`src/design/dcc_pkg.sv`:
```
package dcc_pkg;

  // magazine slots and limits
  localparam int MAG_SLOTS = 4;
  localparam int MAG_REGS  = 4;
  localparam int SLOT_W    = (MAG_SLOTS > 1) ? $clog2(MAG_SLOTS) : 1;

  localparam logic [6:0]  AMMO_CAP   = 7'd99;
  localparam logic [31:0] TIMEOUT_US = 32'd2000000;
  localparam logic [23:0] SPEED_MAX  = 24'hFFFFFF;

  // configuration port
  localparam int CFG_IDX_W  = 4;
  localparam int CFG_DATA_W = 20;

  // divider: 24 bit dividend, 32 bit divisor
  localparam int DIV_N_W   = 24;
  localparam int DIV_D_W   = 32;
  localparam int DIV_CNT_W = $clog2(DIV_N_W);

  // tick queue
  localparam int QUEUE_DEPTH = 2;
  localparam int QUEUE_PTR_W = $clog2(QUEUE_DEPTH);
  localparam int QUEUE_CNT_W = $clog2(QUEUE_DEPTH + 1);

  typedef enum logic [CFG_IDX_W-1:0] {
    REG_USE_LIGHT_GATE = 4'd0,
    REG_CHRONO_ENABLE  = 4'd1,
    REG_TRIP_PERCENT   = 4'd2,
    REG_DART_LENGTH    = 4'd3,
    REG_MAG_SIZE_A     = 4'd4,
    REG_MAG_SIZE_B     = 4'd5,
    REG_MAG_SIZE_C     = 4'd6,
    REG_MAG_SIZE_D     = 4'd7
  } cfg_reg_t;

  typedef enum logic [1:0] {
    CHRONO_NONE    = 2'd0,
    CHRONO_SPEED   = 2'd1,
    CHRONO_TIMEOUT = 2'd2
  } chrono_status_t;

  typedef enum logic {
    BK_IDLE = 1'b0,
    BK_DIV  = 1'b1
  } back_state_t;

  typedef logic [MAG_REGS-1:0][6:0] mag_sizes_t;

  typedef struct packed {
    logic        use_light_gate;
    logic        chrono_enable;
    logic [6:0]  trip_percent;
    logic [19:0] dart_length_ufeet;
    mag_sizes_t  mag_size;
  } cfg_t;

  // classified tick passed from front to back
  typedef struct packed {
    logic [31:0] time_us;
    logic        tripped;
    logic        clear;
    logic        shot;
    logic        insert;
    logic        toggle;
  } tick_t;

  typedef struct packed {
    logic               start;
    logic [DIV_N_W-1:0] dividend;
    logic [DIV_D_W-1:0] divisor;
  } div_req_t;

  typedef struct packed {
    logic               done;
    logic [DIV_N_W-1:0] quotient;
  } div_rsp_t;

  // capacity of a slot, clamped to the count limit; slots without a register read 0
  function automatic logic [6:0] cap_of(input logic [SLOT_W-1:0] slot,
                                        input mag_sizes_t sizes);
    logic [6:0] c;
    c = '0;
    for (int i = 0; i < MAG_REGS; i++) begin
      if ((SLOT_W+4)'(slot) == (SLOT_W+4)'(i)) begin
        c = sizes[i];
      end
    end
    return (c > AMMO_CAP) ? AMMO_CAP : c;
  endfunction

endpackage

```
`src/design/dcc_if.sv`:
```
// input tick channel
interface dcc_in_if;
  logic        valid;
  logic        ready;
  logic [31:0] time_us;
  logic [9:0]  gate_level;
  logic        shot_press;
  logic        insert_press;
  logic        toggle_press;

  modport source (output valid, time_us, gate_level, shot_press, insert_press,
                  toggle_press, input ready);
  modport sink   (input valid, time_us, gate_level, shot_press, insert_press,
                  toggle_press, output ready);
endinterface

// result channel
interface dcc_out_if;
  logic        valid;
  logic        ready;
  logic [6:0]  ammo_count;
  logic [23:0] speed_q4;
  logic [1:0]  chrono_status;

  modport source (output valid, ammo_count, speed_q4, chrono_status, input ready);
  modport sink   (input valid, ammo_count, speed_q4, chrono_status, output ready);
endinterface

```
`src/design/dcc_front.sv`:
```
module dcc_front (
  dcc_in_if.sink         in_ch,
  input  logic [6:0]     trip_percent,
  input  logic           q_full,
  output logic           q_push,
  output dcc_pkg::tick_t q_tick
);

  logic [16:0] scaled;
  logic [6:0]  pct_est;
  logic [10:0] pct_rem;
  logic [6:0]  pct;

  // level percent = level*100/1023, via x/1024 plus one correction step
  always_comb begin
    scaled  = 17'(in_ch.gate_level) * 17'd100;
    pct_est = scaled[16:10];
    pct_rem = 11'(scaled[9:0]) + 11'(pct_est);
    pct     = (pct_rem >= 11'd1023) ? pct_est + 7'd1 : pct_est;
  end

  // classify and hand over to the queue
  always_comb begin
    q_tick.time_us = in_ch.time_us;
    q_tick.tripped = (pct > trip_percent);
    q_tick.clear   = (pct < trip_percent);
    q_tick.shot    = in_ch.shot_press;
    q_tick.insert  = in_ch.insert_press;
    q_tick.toggle  = in_ch.toggle_press;
  end

  assign in_ch.ready = !q_full;
  assign q_push      = in_ch.valid && !q_full;

endmodule

```
`src/design/dcc_queue.sv`:
```
module dcc_queue (
  input  logic           clk,
  input  logic           rst_n,
  input  logic           push,
  input  dcc_pkg::tick_t push_tick,
  input  logic           pop,
  output dcc_pkg::tick_t head_tick,
  output logic           full,
  output logic           empty
);

  dcc_pkg::tick_t                       mem_r [dcc_pkg::QUEUE_DEPTH];
  logic [dcc_pkg::QUEUE_PTR_W-1:0]      wr_ptr_r, wr_ptr_nxt;
  logic [dcc_pkg::QUEUE_PTR_W-1:0]      rd_ptr_r, rd_ptr_nxt;
  logic [dcc_pkg::QUEUE_CNT_W-1:0]      count_r, count_nxt;

  assign full      = (count_r == dcc_pkg::QUEUE_CNT_W'(dcc_pkg::QUEUE_DEPTH));
  assign empty     = (count_r == '0);
  assign head_tick = mem_r[rd_ptr_r];

  // pointer and fill count update
  always_comb begin
    wr_ptr_nxt = push ? wr_ptr_r + 1'b1 : wr_ptr_r;
    rd_ptr_nxt = pop ? rd_ptr_r + 1'b1 : rd_ptr_r;
    count_nxt  = count_r;
    if (push && !pop) begin
      count_nxt = count_r + 1'b1;
    end else if (pop && !push) begin
      count_nxt = count_r - 1'b1;
    end
  end

  always_ff @(posedge clk) begin
    if (!rst_n) begin
      wr_ptr_r <= '0;
      rd_ptr_r <= '0;
      count_r  <= '0;
    end else begin
      wr_ptr_r <= wr_ptr_nxt;
      rd_ptr_r <= rd_ptr_nxt;
      count_r  <= count_nxt;
    end
  end

  // storage
  always_ff @(posedge clk) begin
    if (push) begin
      mem_r[wr_ptr_r] <= push_tick;
    end
  end

endmodule

```
`src/design/dcc_divider.sv`:
```
module dcc_divider (
  input  logic              clk,
  input  logic              rst_n,
  input  dcc_pkg::div_req_t req,
  output dcc_pkg::div_rsp_t rsp
);

  logic                           busy_r, busy_nxt;
  logic                           done_r, done_nxt;
  logic [dcc_pkg::DIV_CNT_W-1:0]  cnt_r, cnt_nxt;
  logic [dcc_pkg::DIV_D_W-1:0]    rem_r, rem_nxt;
  logic [dcc_pkg::DIV_N_W-1:0]    quo_r, quo_nxt;
  logic [dcc_pkg::DIV_D_W-1:0]    dsr_r, dsr_nxt;
  logic [dcc_pkg::DIV_D_W:0]      trial;
  logic [dcc_pkg::DIV_D_W:0]      diff;

  // one restoring step per cycle, quotient bits shift in from the right
  always_comb begin
    trial    = {rem_r, quo_r[dcc_pkg::DIV_N_W-1]};
    diff     = trial - {1'b0, dsr_r};
    busy_nxt = busy_r;
    done_nxt = 1'b0;
    cnt_nxt  = cnt_r;
    rem_nxt  = rem_r;
    quo_nxt  = quo_r;
    dsr_nxt  = dsr_r;
    if (req.start) begin
      busy_nxt = 1'b1;
      cnt_nxt  = '0;
      rem_nxt  = '0;
      quo_nxt  = req.dividend;
      dsr_nxt  = req.divisor;
    end else if (busy_r) begin
      if (!diff[dcc_pkg::DIV_D_W]) begin
        rem_nxt = diff[dcc_pkg::DIV_D_W-1:0];
        quo_nxt = {quo_r[dcc_pkg::DIV_N_W-2:0], 1'b1};
      end else begin
        rem_nxt = trial[dcc_pkg::DIV_D_W-1:0];
        quo_nxt = {quo_r[dcc_pkg::DIV_N_W-2:0], 1'b0};
      end
      cnt_nxt = cnt_r + 1'b1;
      if (cnt_r == dcc_pkg::DIV_CNT_W'(dcc_pkg::DIV_N_W - 1)) begin
        busy_nxt = 1'b0;
        done_nxt = 1'b1;
      end
    end
  end

  always_ff @(posedge clk) begin
    if (!rst_n) begin
      busy_r <= 1'b0;
      done_r <= 1'b0;
      cnt_r  <= '0;
    end else begin
      busy_r <= busy_nxt;
      done_r <= done_nxt;
      cnt_r  <= cnt_nxt;
    end
  end

  always_ff @(posedge clk) begin
    rem_r <= rem_nxt;
    quo_r <= quo_nxt;
    dsr_r <= dsr_nxt;
  end

  assign rsp.done     = done_r;
  assign rsp.quotient = quo_r;

endmodule

```
`src/design/dcc_back.sv`:
```
module dcc_back (
  input  logic              clk,
  input  logic              rst_n,
  input  dcc_pkg::cfg_t     cfg,
  input  dcc_pkg::tick_t    tick,
  input  logic              q_empty,
  output logic              q_pop,
  output dcc_pkg::div_req_t div_req,
  input  dcc_pkg::div_rsp_t div_rsp,
  dcc_out_if.source         out_ch
);

  dcc_pkg::back_state_t          state_r, state_nxt;
  logic [6:0]                    ammo_r, ammo_nxt;
  logic [dcc_pkg::SLOT_W-1:0]    slot_r, slot_nxt;
  logic                          gate_tripped_r, gate_tripped_nxt;
  logic [31:0]                   stamp_r, stamp_nxt;
  logic                          out_valid_r, out_valid_nxt;
  logic [6:0]                    out_ammo_r, out_ammo_nxt;
  logic [23:0]                   out_speed_r, out_speed_nxt;
  dcc_pkg::chrono_status_t       out_status_r, out_status_nxt;

  logic                          out_free;
  logic                          take;
  logic [dcc_pkg::SLOT_W:0]      slot_inc;
  logic [dcc_pkg::SLOT_W-1:0]    slot_new;
  logic [6:0]                    cap;
  logic [6:0]                    ammo_load;
  logic [6:0]                    ammo_shot;
  logic [31:0]                   elapsed;
  logic                          need_div;

  assign out_free = !out_valid_r || out_ch.ready;
  assign take     = (state_r == dcc_pkg::BK_IDLE) && !q_empty && out_free;
  assign q_pop    = take;

  // slot step, reload and shot count for the tick at the head of the queue
  always_comb begin
    slot_inc  = {1'b0, slot_r} + 1'b1;
    if (slot_inc < (dcc_pkg::SLOT_W+1)'(dcc_pkg::MAG_SLOTS)) begin
      slot_new = tick.toggle ? slot_inc[dcc_pkg::SLOT_W-1:0] : slot_r;
    end else begin
      slot_new = tick.toggle ? '0 : slot_r;
    end
    cap       = dcc_pkg::cap_of(slot_new, cfg.mag_size);
    ammo_load = (tick.toggle || tick.insert) ? cap : ammo_r;
    if (cap == '0) begin
      ammo_shot = (ammo_load < dcc_pkg::AMMO_CAP) ? ammo_load + 7'd1 : ammo_load;
    end else begin
      ammo_shot = (ammo_load != '0) ? ammo_load - 7'd1 : ammo_load;
    end
    elapsed  = tick.time_us - stamp_r;
    need_div = cfg.chrono_enable && gate_tripped_r && tick.clear && (elapsed != '0);
  end

  // next state
  always_comb begin
    state_nxt = state_r;
    unique case (state_r)
      dcc_pkg::BK_IDLE: begin
        if (take && need_div) begin
          state_nxt = dcc_pkg::BK_DIV;
        end
      end
      dcc_pkg::BK_DIV: begin
        if (div_rsp.done) begin
          state_nxt = dcc_pkg::BK_IDLE;
        end
      end
      default: state_nxt = dcc_pkg::BK_IDLE;
    endcase
  end

  // state updates and result register
  always_comb begin
    ammo_nxt         = ammo_r;
    slot_nxt         = slot_r;
    gate_tripped_nxt = gate_tripped_r;
    stamp_nxt        = stamp_r;
    out_valid_nxt    = out_valid_r && !out_ch.ready;
    out_ammo_nxt     = out_ammo_r;
    out_speed_nxt    = out_speed_r;
    out_status_nxt   = out_status_r;
    div_req.start    = 1'b0;
    div_req.dividend = {cfg.dart_length_ufeet, 4'b0000};
    div_req.divisor  = elapsed;

    if (take) begin
      slot_nxt       = slot_new;
      ammo_nxt       = ammo_load;
      out_speed_nxt  = '0;
      out_status_nxt = dcc_pkg::CHRONO_NONE;
      if (!cfg.chrono_enable) begin
        if (cfg.use_light_gate ? tick.tripped : tick.shot) begin
          ammo_nxt = ammo_shot;
        end
      end else if (!gate_tripped_r && tick.tripped) begin
        gate_tripped_nxt = 1'b1;
        stamp_nxt        = tick.time_us;
      end else if (gate_tripped_r && tick.clear) begin
        gate_tripped_nxt = 1'b0;
        ammo_nxt         = ammo_shot;
        out_speed_nxt    = dcc_pkg::SPEED_MAX;
        out_status_nxt   = dcc_pkg::CHRONO_SPEED;
        div_req.start    = need_div;
      end else if (gate_tripped_r && (elapsed > dcc_pkg::TIMEOUT_US)) begin
        gate_tripped_nxt = 1'b0;
        out_status_nxt   = dcc_pkg::CHRONO_TIMEOUT;
      end
      out_ammo_nxt = ammo_nxt;
      if (!need_div) begin
        out_valid_nxt = 1'b1;
      end
    end else if ((state_r == dcc_pkg::BK_DIV) && div_rsp.done) begin
      // quotient never exceeds 24 bits, so no saturation needed here
      out_valid_nxt  = 1'b1;
      out_ammo_nxt   = ammo_r;
      out_speed_nxt  = div_rsp.quotient;
      out_status_nxt = dcc_pkg::CHRONO_SPEED;
    end
  end

  always_ff @(posedge clk) begin
    if (!rst_n) begin
      state_r        <= dcc_pkg::BK_IDLE;
      ammo_r         <= '0;
      slot_r         <= '0;
      gate_tripped_r <= 1'b0;
      stamp_r        <= '0;
      out_valid_r    <= 1'b0;
    end else begin
      state_r        <= state_nxt;
      ammo_r         <= ammo_nxt;
      slot_r         <= slot_nxt;
      gate_tripped_r <= gate_tripped_nxt;
      stamp_r        <= stamp_nxt;
      out_valid_r    <= out_valid_nxt;
    end
  end

  always_ff @(posedge clk) begin
    out_ammo_r   <= out_ammo_nxt;
    out_speed_r  <= out_speed_nxt;
    out_status_r <= out_status_nxt;
  end

  assign out_ch.valid         = out_valid_r;
  assign out_ch.ammo_count    = out_ammo_r;
  assign out_ch.speed_q4      = out_speed_r;
  assign out_ch.chrono_status = out_status_r;

endmodule

```
`src/design/dart_counter_chronograph.sv`:
```
// Dart counter and chronograph. One result per input tick, in order. A tick
// passes the front (gate threshold test) into a two-entry queue; the back
// then handles it, so plain ticks flow at one per cycle while the result
// register drains. A tick that ends a speed measurement (beam exit with
// nonzero elapsed time) runs the restoring divider, one quotient bit per
// cycle: 24 steps plus start and finish. Registers are written on cfg_we
// with cfg_index and cfg_data; write them only while no tick is in flight.
module dart_counter_chronograph (
  input  logic                             clk,
  input  logic                             rst_n,
  dcc_in_if.sink                           in_ch,
  dcc_out_if.source                        out_ch,
  input  logic                             cfg_we,
  input  logic [dcc_pkg::CFG_IDX_W-1:0]    cfg_index,
  input  logic [dcc_pkg::CFG_DATA_W-1:0]   cfg_data
);

  dcc_pkg::cfg_t     cfg_r, cfg_nxt;
  dcc_pkg::tick_t    push_tick;
  dcc_pkg::tick_t    head_tick;
  logic              q_push, q_pop, q_full, q_empty;
  dcc_pkg::div_req_t div_req;
  dcc_pkg::div_rsp_t div_rsp;

  // register writes, unknown indexes are dropped
  always_comb begin
    cfg_nxt = cfg_r;
    if (cfg_we) begin
      unique case (dcc_pkg::cfg_reg_t'(cfg_index))
        dcc_pkg::REG_USE_LIGHT_GATE: cfg_nxt.use_light_gate    = cfg_data[0];
        dcc_pkg::REG_CHRONO_ENABLE:  cfg_nxt.chrono_enable     = cfg_data[0];
        dcc_pkg::REG_TRIP_PERCENT:   cfg_nxt.trip_percent      = cfg_data[6:0];
        dcc_pkg::REG_DART_LENGTH:    cfg_nxt.dart_length_ufeet = cfg_data[19:0];
        dcc_pkg::REG_MAG_SIZE_A:     cfg_nxt.mag_size[0]       = cfg_data[6:0];
        dcc_pkg::REG_MAG_SIZE_B:     cfg_nxt.mag_size[1]       = cfg_data[6:0];
        dcc_pkg::REG_MAG_SIZE_C:     cfg_nxt.mag_size[2]       = cfg_data[6:0];
        dcc_pkg::REG_MAG_SIZE_D:     cfg_nxt.mag_size[3]       = cfg_data[6:0];
        default: cfg_nxt = cfg_r;
      endcase
    end
  end

  always_ff @(posedge clk) begin
    if (!rst_n) begin
      cfg_r.use_light_gate    <= 1'b0;
      cfg_r.chrono_enable     <= 1'b0;
      cfg_r.trip_percent      <= 7'd95;
      cfg_r.dart_length_ufeet <= 20'd236221;
      cfg_r.mag_size          <= '0;
    end else begin
      cfg_r <= cfg_nxt;
    end
  end

  dcc_front u_front (
    .in_ch        (in_ch),
    .trip_percent (cfg_r.trip_percent),
    .q_full       (q_full),
    .q_push       (q_push),
    .q_tick       (push_tick)
  );

  dcc_queue u_queue (
    .clk       (clk),
    .rst_n     (rst_n),
    .push      (q_push),
    .push_tick (push_tick),
    .pop       (q_pop),
    .head_tick (head_tick),
    .full      (q_full),
    .empty     (q_empty)
  );

  dcc_divider u_divider (
    .clk   (clk),
    .rst_n (rst_n),
    .req   (div_req),
    .rsp   (div_rsp)
  );

  dcc_back u_back (
    .clk     (clk),
    .rst_n   (rst_n),
    .cfg     (cfg_r),
    .tick    (head_tick),
    .q_empty (q_empty),
    .q_pop   (q_pop),
    .div_req (div_req),
    .div_rsp (div_rsp),
    .out_ch  (out_ch)
  );

`ifndef ASSERT_OFF
  // speed is only reported with a new reading
  a_speed_zero: assert property (@(posedge clk) disable iff (!rst_n)
    out_ch.valid && (out_ch.chrono_status != dcc_pkg::CHRONO_SPEED)
      |-> (out_ch.speed_q4 == '0))
    else $error("speed nonzero without a reading");

  // count never passes the limit
  a_ammo_cap: assert property (@(posedge clk) disable iff (!rst_n)
    out_ch.valid |-> (out_ch.ammo_count <= dcc_pkg::AMMO_CAP))
    else $error("ammo count above limit");

  // no chrono status outside chrono mode
  a_no_chrono: assert property (@(posedge clk) disable iff (!rst_n)
    out_ch.valid && !cfg_r.chrono_enable
      |-> (out_ch.chrono_status == dcc_pkg::CHRONO_NONE))
    else $error("chrono status outside chrono mode");

  // a pop never happens on an empty queue
  a_pop_nonempty: assert property (@(posedge clk) disable iff (!rst_n)
    q_pop |-> !q_empty)
    else $error("pop from empty queue");
`endif

endmodule
```
`src/flat_wrapper.sv`:
```
// flat-port wrapper written by rule: the top's interface ports become plain ports
module dart_counter_chronograph_flat 
  (clk, rst_n, cfg_we, cfg_index, cfg_data, in_ch_valid, in_ch_time_us, in_ch_gate_level, in_ch_shot_press, in_ch_insert_press, in_ch_toggle_press, in_ch_ready, out_ch_valid, out_ch_ammo_count, out_ch_speed_q4, out_ch_chrono_status, out_ch_ready);
  dcc_in_if in_ch_i ();
  dcc_out_if out_ch_i ();
  input  logic clk;
  input  logic rst_n;
  input  logic cfg_we;
  input  logic [dcc_pkg::CFG_IDX_W-1:0] cfg_index;
  input  logic [dcc_pkg::CFG_DATA_W-1:0] cfg_data;
  input wire logic [$bits(in_ch_i.valid)-1:0] in_ch_valid;
  input wire logic [$bits(in_ch_i.time_us)-1:0] in_ch_time_us;
  input wire logic [$bits(in_ch_i.gate_level)-1:0] in_ch_gate_level;
  input wire logic [$bits(in_ch_i.shot_press)-1:0] in_ch_shot_press;
  input wire logic [$bits(in_ch_i.insert_press)-1:0] in_ch_insert_press;
  input wire logic [$bits(in_ch_i.toggle_press)-1:0] in_ch_toggle_press;
  output wire logic [$bits(in_ch_i.ready)-1:0] in_ch_ready;
  output wire logic [$bits(out_ch_i.valid)-1:0] out_ch_valid;
  output wire logic [$bits(out_ch_i.ammo_count)-1:0] out_ch_ammo_count;
  output wire logic [$bits(out_ch_i.speed_q4)-1:0] out_ch_speed_q4;
  output wire logic [$bits(out_ch_i.chrono_status)-1:0] out_ch_chrono_status;
  input wire logic [$bits(out_ch_i.ready)-1:0] out_ch_ready;
  assign in_ch_i.valid = in_ch_valid;
  assign in_ch_i.time_us = in_ch_time_us;
  assign in_ch_i.gate_level = in_ch_gate_level;
  assign in_ch_i.shot_press = in_ch_shot_press;
  assign in_ch_i.insert_press = in_ch_insert_press;
  assign in_ch_i.toggle_press = in_ch_toggle_press;
  assign in_ch_ready = in_ch_i.ready;
  assign out_ch_valid = out_ch_i.valid;
  assign out_ch_ammo_count = out_ch_i.ammo_count;
  assign out_ch_speed_q4 = out_ch_i.speed_q4;
  assign out_ch_chrono_status = out_ch_i.chrono_status;
  assign out_ch_i.ready = out_ch_ready;
  dart_counter_chronograph u_core (.clk(clk), .rst_n(rst_n), .in_ch(in_ch_i), .out_ch(out_ch_i), .cfg_we(cfg_we), .cfg_index(cfg_index), .cfg_data(cfg_data));
endmodule
```
`config.mk`:
```
export PLATFORM = sky130hd
export DESIGN_NAME = dart_counter_chronograph_flat
export DESIGN_NICKNAME = d
export VERILOG_FILES = /design/src/design/dcc_pkg.sv /design/src/design/dcc_if.sv /design/src/design/dcc_front.sv /design/src/design/dcc_queue.sv /design/src/design/dcc_divider.sv /design/src/design/dcc_back.sv /design/src/design/dart_counter_chronograph.sv /design/src/flat_wrapper.sv
export SDC_FILE = /design/constraint.sdc
export NUM_CORES = 1
export LEC_CHECK = 0
export BUFFER_PORTS_ARGS = -buffer_cell sky130_fd_sc_hd__buf_2
export CORE_MARGIN = 5
export CORE_UTILIZATION = 61
export CTS_CLUSTER_DIAMETER = 200
export DETAILED_ROUTE_END_ITERATION = 8
export PLACE_DENSITY = 0.8
export SYNTH_ARGS = -nofsm -noshare
export SYNTH_HDL_FRONTEND = slang
export SYNTH_HIERARCHICAL = 1
export SYNTH_SLANG_ARGS = --single-unit
export TNS_END_PERCENT = 50
```
`constraint.sdc`:
```
create_clock -name clk -period 9.7 [get_ports clk]
set_input_delay 1.94 -clock clk [delete_from_list [all_inputs] [get_ports clk]]
set_output_delay 1.94 -clock clk [all_outputs]
set_load 0.05 [all_outputs]
```
# Yosys cells after proc, flatten, opt, wreduce, memory -nomap -nowiden
# Memories as Yosys holds them, arrays and structs flattened. A register that Yosys moved wholly into a read port is not among the register bits.
# Cells that the tools add are included.
word_totals:
  reg_bits: 233
  mem_bits_rw: 74
  in_bits: 74
  output_inout_bits: 35
  wordCells: 166
  n_memories: 1
memory_table:
  columns: ["name", "words", "word_bits", "read_ports", "rd_ports_with_merged_regs", "write_ports", "line", "text"]
  rows:
  - ["u_core.u_queue.mem_r", 2, 37, 1, 1, 1, "dcc_queue.sv:12", "dcc_pkg::tick_t mem_r [dcc_pkg::QUEUE_DEPTH];"]
op_classes:
  addsub: 12
  multipliers: 1
  magnitude_cmp: 7
  eq_ne: 12
  n_mux: 58
  bitwise: 3
  n_reduce_logical: 45
ops:
  columns: ["operator", "count"]
  rows:
  - ["24-bit 2-to-1 mux", 7]
  - ["7-bit 2-to-1 mux", 16]
  - ["33-bit by 32-bit subtractor with 33-bit output", 1]
  - ["32-bit by 21-bit > comparator with 1-bit output, second input constant", 1]
  - ["32-bit 2-to-1 mux", 1]
  - ["32-bit nonzero test", 1]
  - ["32-bit subtractor", 1]
  - ["1-bit 2-to-1 mux", 22]
  - ["2-bit 2-to-1 mux", 11]
  - ["4-bit by 3-bit == test with 1-bit output, second input constant", 4]
  - ["2-bit AND reduction", 8]
  - ["10-bit by 5-bit multiplier with 15-bit output, second input constant", 1]
  - ["7-bit by 1-bit adder with 7-bit output, second input constant", 2]
  - ["1-bit logical AND", 14]
  - ["10-bit by 7-bit adder with 11-bit output", 1]
  - ["11-bit by 10-bit >= comparator with 1-bit output, second input constant", 1]
  - ["4-bit by 2-bit == test with 1-bit output, second input constant", 2]
  - ["7-bit > comparator", 1]
  - ["7-bit > comparator, second input constant", 1]
  - ["1-bit zero test", 7]
  - ["7-bit zero test", 1]
  - ["7-bit less-than comparator", 1]
  - ["7-bit less-than comparator, second input constant", 1]
  - ["7-bit nonzero test", 1]
  - ["21 further kinds", 31]

# Logic depth before layout (Yosys ltp)
logic_depth:
  word_depth: 18
  ltp_mapped: 26
  ltp_nobuf: 26

# Modules after synthesis
# The synthesis kept the hierarchy.
by_module_without_submodules:
  columns: ["mod", "instances", "cells_each", "area_each_um2", "seq_area_each_um2"]
  rows:
  - ["dcc_back", 1, 774, 6057.1, 1871.8]
  - ["dcc_divider", 1, 611, 5879.4, 2462.4]
  - ["dcc_queue", 1, 137, 2896.5, 2322.2]
  - ["dart_counter_chronograph", 1, 223, 2232.1, 1141.1]
  - ["dcc_front", 1, 213, 1726.7, 0.0]

# Worst setup path before layout
# OpenSTA, ideal clock, no wires.
synth_path:
  path_type: "in2reg"
  from: "in in_ch_gate_level[4]"
  to: "mem u_core/u_queue/mem_r[0][4] (netlist name), data pin"
  setup_ns: 0.260
  t_arrival_ns: 6.962
  required_ns: 9.440
  setup_slack_ns: 2.478
  stages: 25
  path_buffers: 0
  path_cell_list: "ha_1 -> ha_1 -> inv_1 -> fa_1 -> inv_1 -> ha_1 -> a21o_1 -> a221o_2 -> a221o_1 -> a21oi_2 -> xnor2_1 -> ha_1 -> a21oi_1 -> xnor2_1 -> nor4b_2 -> a21oi_1 -> nor2_1 -> o31ai_2 -> o22a_1 -> ha_1 -> a21o_1 -> a21oi_1 -> o21ai_0 -> nor2_1 -> nor2_1"
synth_rtl:
  columns: ["item", "line", "text"]
  rows:
  - ["from (decl)", "flat_wrapper.sv:13", "input wire logic [$bits(in_ch_i.gate_level)-1:0] in_ch_gate_level;"]
  - ["to (decl)", "dcc_queue.sv:12", null]

==> results.tsv <==
metric	value	unit
library cell used as clock root buffer	clkbuf_16	
TritonCTS Sinks	308	
Initial Util	61.6	%
maximum single-stage delay on the critical path	500	ps
first-pass GRT wire length	67900	um
number of DRC violations after detailed-routing iteration 0	1070	
number of maximum-capacitance violations	0	
register-to-register setup slack	3290	ps
GR Overflow Total	0	
number of failing hold endpoints at the final stage	0	
dpl cells	2332	
type of the setup path with the least slack	primary input to register	
type of origin of the critical path	primary input	
total wire length after detailed routing	40700	um
Port Buf Inserts	108	
Final Wtd Congestion	0.917	
number of flops mapped to enable cells by yosys	163	
max-slew violation count	0	
Antenna Nets Post-Route	0	
most used cell along the critical path	ha_1	
Critical Path End Type	register	
clock latency on the worst-skew pair	510	ps
average detailed-routed wire length per instance	17.0	um
Detailed Routing Iterations Pass 1	5	
Pleak	0.00806	uW
number of nets in the final layout	2172	
cell with the most instances after synthesis	nand2_1	
count of endpoints failing setup in the final report	0	
top post-synthesis cells by count	nand2_1 (210), edfxtp_1 (163), dfxtp_1 (145), nor2_1 (128), a21oi_1 (127)	
power per cell area	238	nW/um^2
CP Data Required Time	9930	ps
Antenna Cells	0	
CP arrival	7660	ps
DIE HEIGHT	186	um
CTS Hold Buffers Added	0	
total DRC errors in the routed layout	0	
class of the tightest hold or removal check	register to register	
initial antenna violation count	0	
Sum Neg Setup Slack	0	ps
total via count in the routed design	14300	
GRT Util Overall	23.6	%
Layout area overhead	7.54	%
number of unique standard cell types used by synthesis	104	
area taken by multi-input logic gates	9690	um^2
buffer count from post-CTS setup fixing	0	
total CTS buffers	34	
start point of the worst hold path	u_core/u_back/stamp_r[12]	
fraction of the yosys area taken by sequential cells	41.5	%
post-layout instance count excluding filler cells	2393	
overall die width	186	um
Reg2Reg Depth	16	
async set-or-reset flop fraction in the synthesized netlist	0	%
Die ar.	34400	um^2
shortest clock period the worst path allows after layout	7430	ps
Synth area leaders	edfxtp_1 (26%), dfxtp_1 (15%), ha_1 (7.9%)	
post-synthesis instance area	18800	um^2
share of the core filled with cells in the final layout	66.2	%
fraction of final layout cells sized beyond drive strength 1	14.5	%
unrepaired setup endpoints after global routing	no	
maximum level of the CTS H-tree	2	
Hold Path Stages	2	
number of top-level design ports	109	
floorplan row count	64	
CTS tree	done	
Worst Hold Endpoint	u_core/u_back/stamp_r[12]	
flip-flop and latch area	7800	um^2
Yosys warning count	6	
critical-path maximum fanout	7	
part of the cycle the worst path needs	76.6	%
Max Root-Sink Buffers	3	
Cells after Synth	1958	
final setup skew	23.5	ps
number of vias per cell after detailed routing	5.97	
Final HPWL DP	29500	um
core area	30500	um^2
largest area contributor in the synthesized netlist	edfxtp_1	
transition time at the pin with the least slew margin	1160	ps
cell with the largest stage delay on the worst path	fa_1	
number of synthesized register bits	308	
run status	complete, no violations	
layout filler cell count	2422	
via count of the first global-routing pass	13800	
CTS-repair resized insts	0	
relative slew slack	22.9	%
Critical R2R Capture	u_core/u_divider/quo_r[5]	
primary flip-flop cell chosen by synthesis mapping	edfxtp_1	
pin count of the biggest net entering global routing	66	
worst hold slack across all endpoints	452	ps
clock-pin slew of the registers on the worst-case setup and hold paths	50	ps
Worst IR Drop VDD	0.189	mV
top-area cell type share of the netlist area	26.0	%
synthesized area per cell	9.60	um^2
highest attainable clock frequency	135	MHz
## where the power goes
group	switching (uW)	total [uW]	leakage [uW]	internal, uW
Sequential	50.1	1630	0.00269	1580
Clock	495	1280	0.000544	783
Combinational	1250	1890	0.00483	645
Total	1790	4800	0.00806	3010
## per-layer routing
metal | wire length [um] | up-vias | part of all wire [%] | global-route usage (%)
met5 | 0 | - | 0 | 0
met4 | 677 | 0 | 1.7 | 5.34
met3 | 2420 | 58 | 5.9 | 2.87
met2 | 18600 | 390 | 46 | 38.1
met1 | 19000 | 6796 | 47 | 34.4
li1 | - | 7035 | - | -
## registers in the layout, indices dropped and copies added, names as in the netlist, 2 cells and up, named ones only
register,flops
u_core/u_divider/rem_r,32
u_core/u_divider/cnt_r,5
u_core/u_divider/quo_r,24
u_core/u_divider/dsr_r,32
u_core/u_back/stamp_r,32
u_core/u_back/out_ch.ammo_count,7
u_core/u_back/ammo_r,7
u_core/u_back/out_ch.chrono_status,2
u_core/u_back/out_ch.speed_q4,24
u_core/u_queue/mem_r,74
u_core/u_queue/count_r,2
u_core/cfg_r,57
u_core/u_back/slot_r,2
## layout make-up
| type | instances | share of cell area, % |
|---|---|---|
| Multi-Input combinational cell | 1382 | 47.9 |
| Timing Repair Buffer | 123 | 3.23 |
| Tap cell | 396 | 2.45 |
| Sequential cell | 308 | 38.6 |
| Clock inverter | 11 | 0.644 |
| Inverter | 123 | 2.28 |
| Clock buffer | 50 | 4.87 |
## cells in the final DEF, fill, tap and decap left out, types with 16 or more instances in the layout
cell type,instances
clkbuf_16,36
nand3_1,63
edfxtp_1,163
and2_1,19
o21ai_1,16
xnor2_1,41
inv_1,121
xor2_1,35
mux2i_1,63
nand2_1,210
a31oi_1,21
o21ai_0,72
ha_1,118
a21o_1,52
dfxtp_1,144
nand2b_1,21
mux2_2,60
a21oi_1,126
nor2_1,127
nor2b_1,28
o211ai_1,22
buf_2,108
nor3_1,19
a311oi_1,16
nand4_1,28
## worst max-delay path, delay by kind of cell
family                     cells  cell delay [ps]
adders and majority gates      6             2060
and+or+nand+nor                4              930
AOI/OAI and AO/OA             11             2210
xor gates and xnor gates       2              310
buffers and inverters          3              210
## logic make-up after synthesis
group / Yosys count / synth area share (%)
AO/OA/AOI/OAI: 455 / 16.5
XOR/XNOR: 76 / 3.54
adder cells (fa/ha/maj): 126 / 8.71
buffers and inverters: 271 / 7.17
flip-flops: 308 / 41.5
multiplexers: 123 / 6.95
other: 1 / 0.0200
AND/OR/NAND/NOR: 598 / 15.6
## worst max-delay path by stage
| stage | startpoint | to | slack [ps] | cells after the start |
|---|---|---|---|---|
| 3_3_place_gp | in_ch_gate_level[4] | u_core/u_queue/mem_r[0][4] | 2030 | 26 |
| 2_1_floorplan | in_ch_gate_level[4] | u_core/u_queue/mem_r[0][4] | 2480 | 25 |
| 5_1_grt | in_ch_gate_level[4] | u_core/u_queue/mem_r[0][4] | 1970 | 27 |
| 4_1_cts | in_ch_gate_level[4] | u_core/u_queue/mem_r[0][4] | 2320 | 26 |
| 6_report | in_ch_gate_level[4] | u_core/u_queue/mem_r[0][4] | 2270 | 26 |
| 3_5_place_dp | in_ch_gate_level[4] | u_core/u_queue/mem_r[0][4] | 1830 | 26 |
## per-stage QoR
step | power (uW) | instance area, um^2 | setup WS [ps]
global placement | 3480 | 19100 | 2030
global route | 5090 | 20200 | 1970
detailed placement | 3520 | 19100 | 1830
floorplan | 3130 | 18800 | 2480
finish | 4800 | 20200 | 2270
CTS | 4820 | 20200 | 2320
No activity file was read; power rests on OpenSTA's default activity.
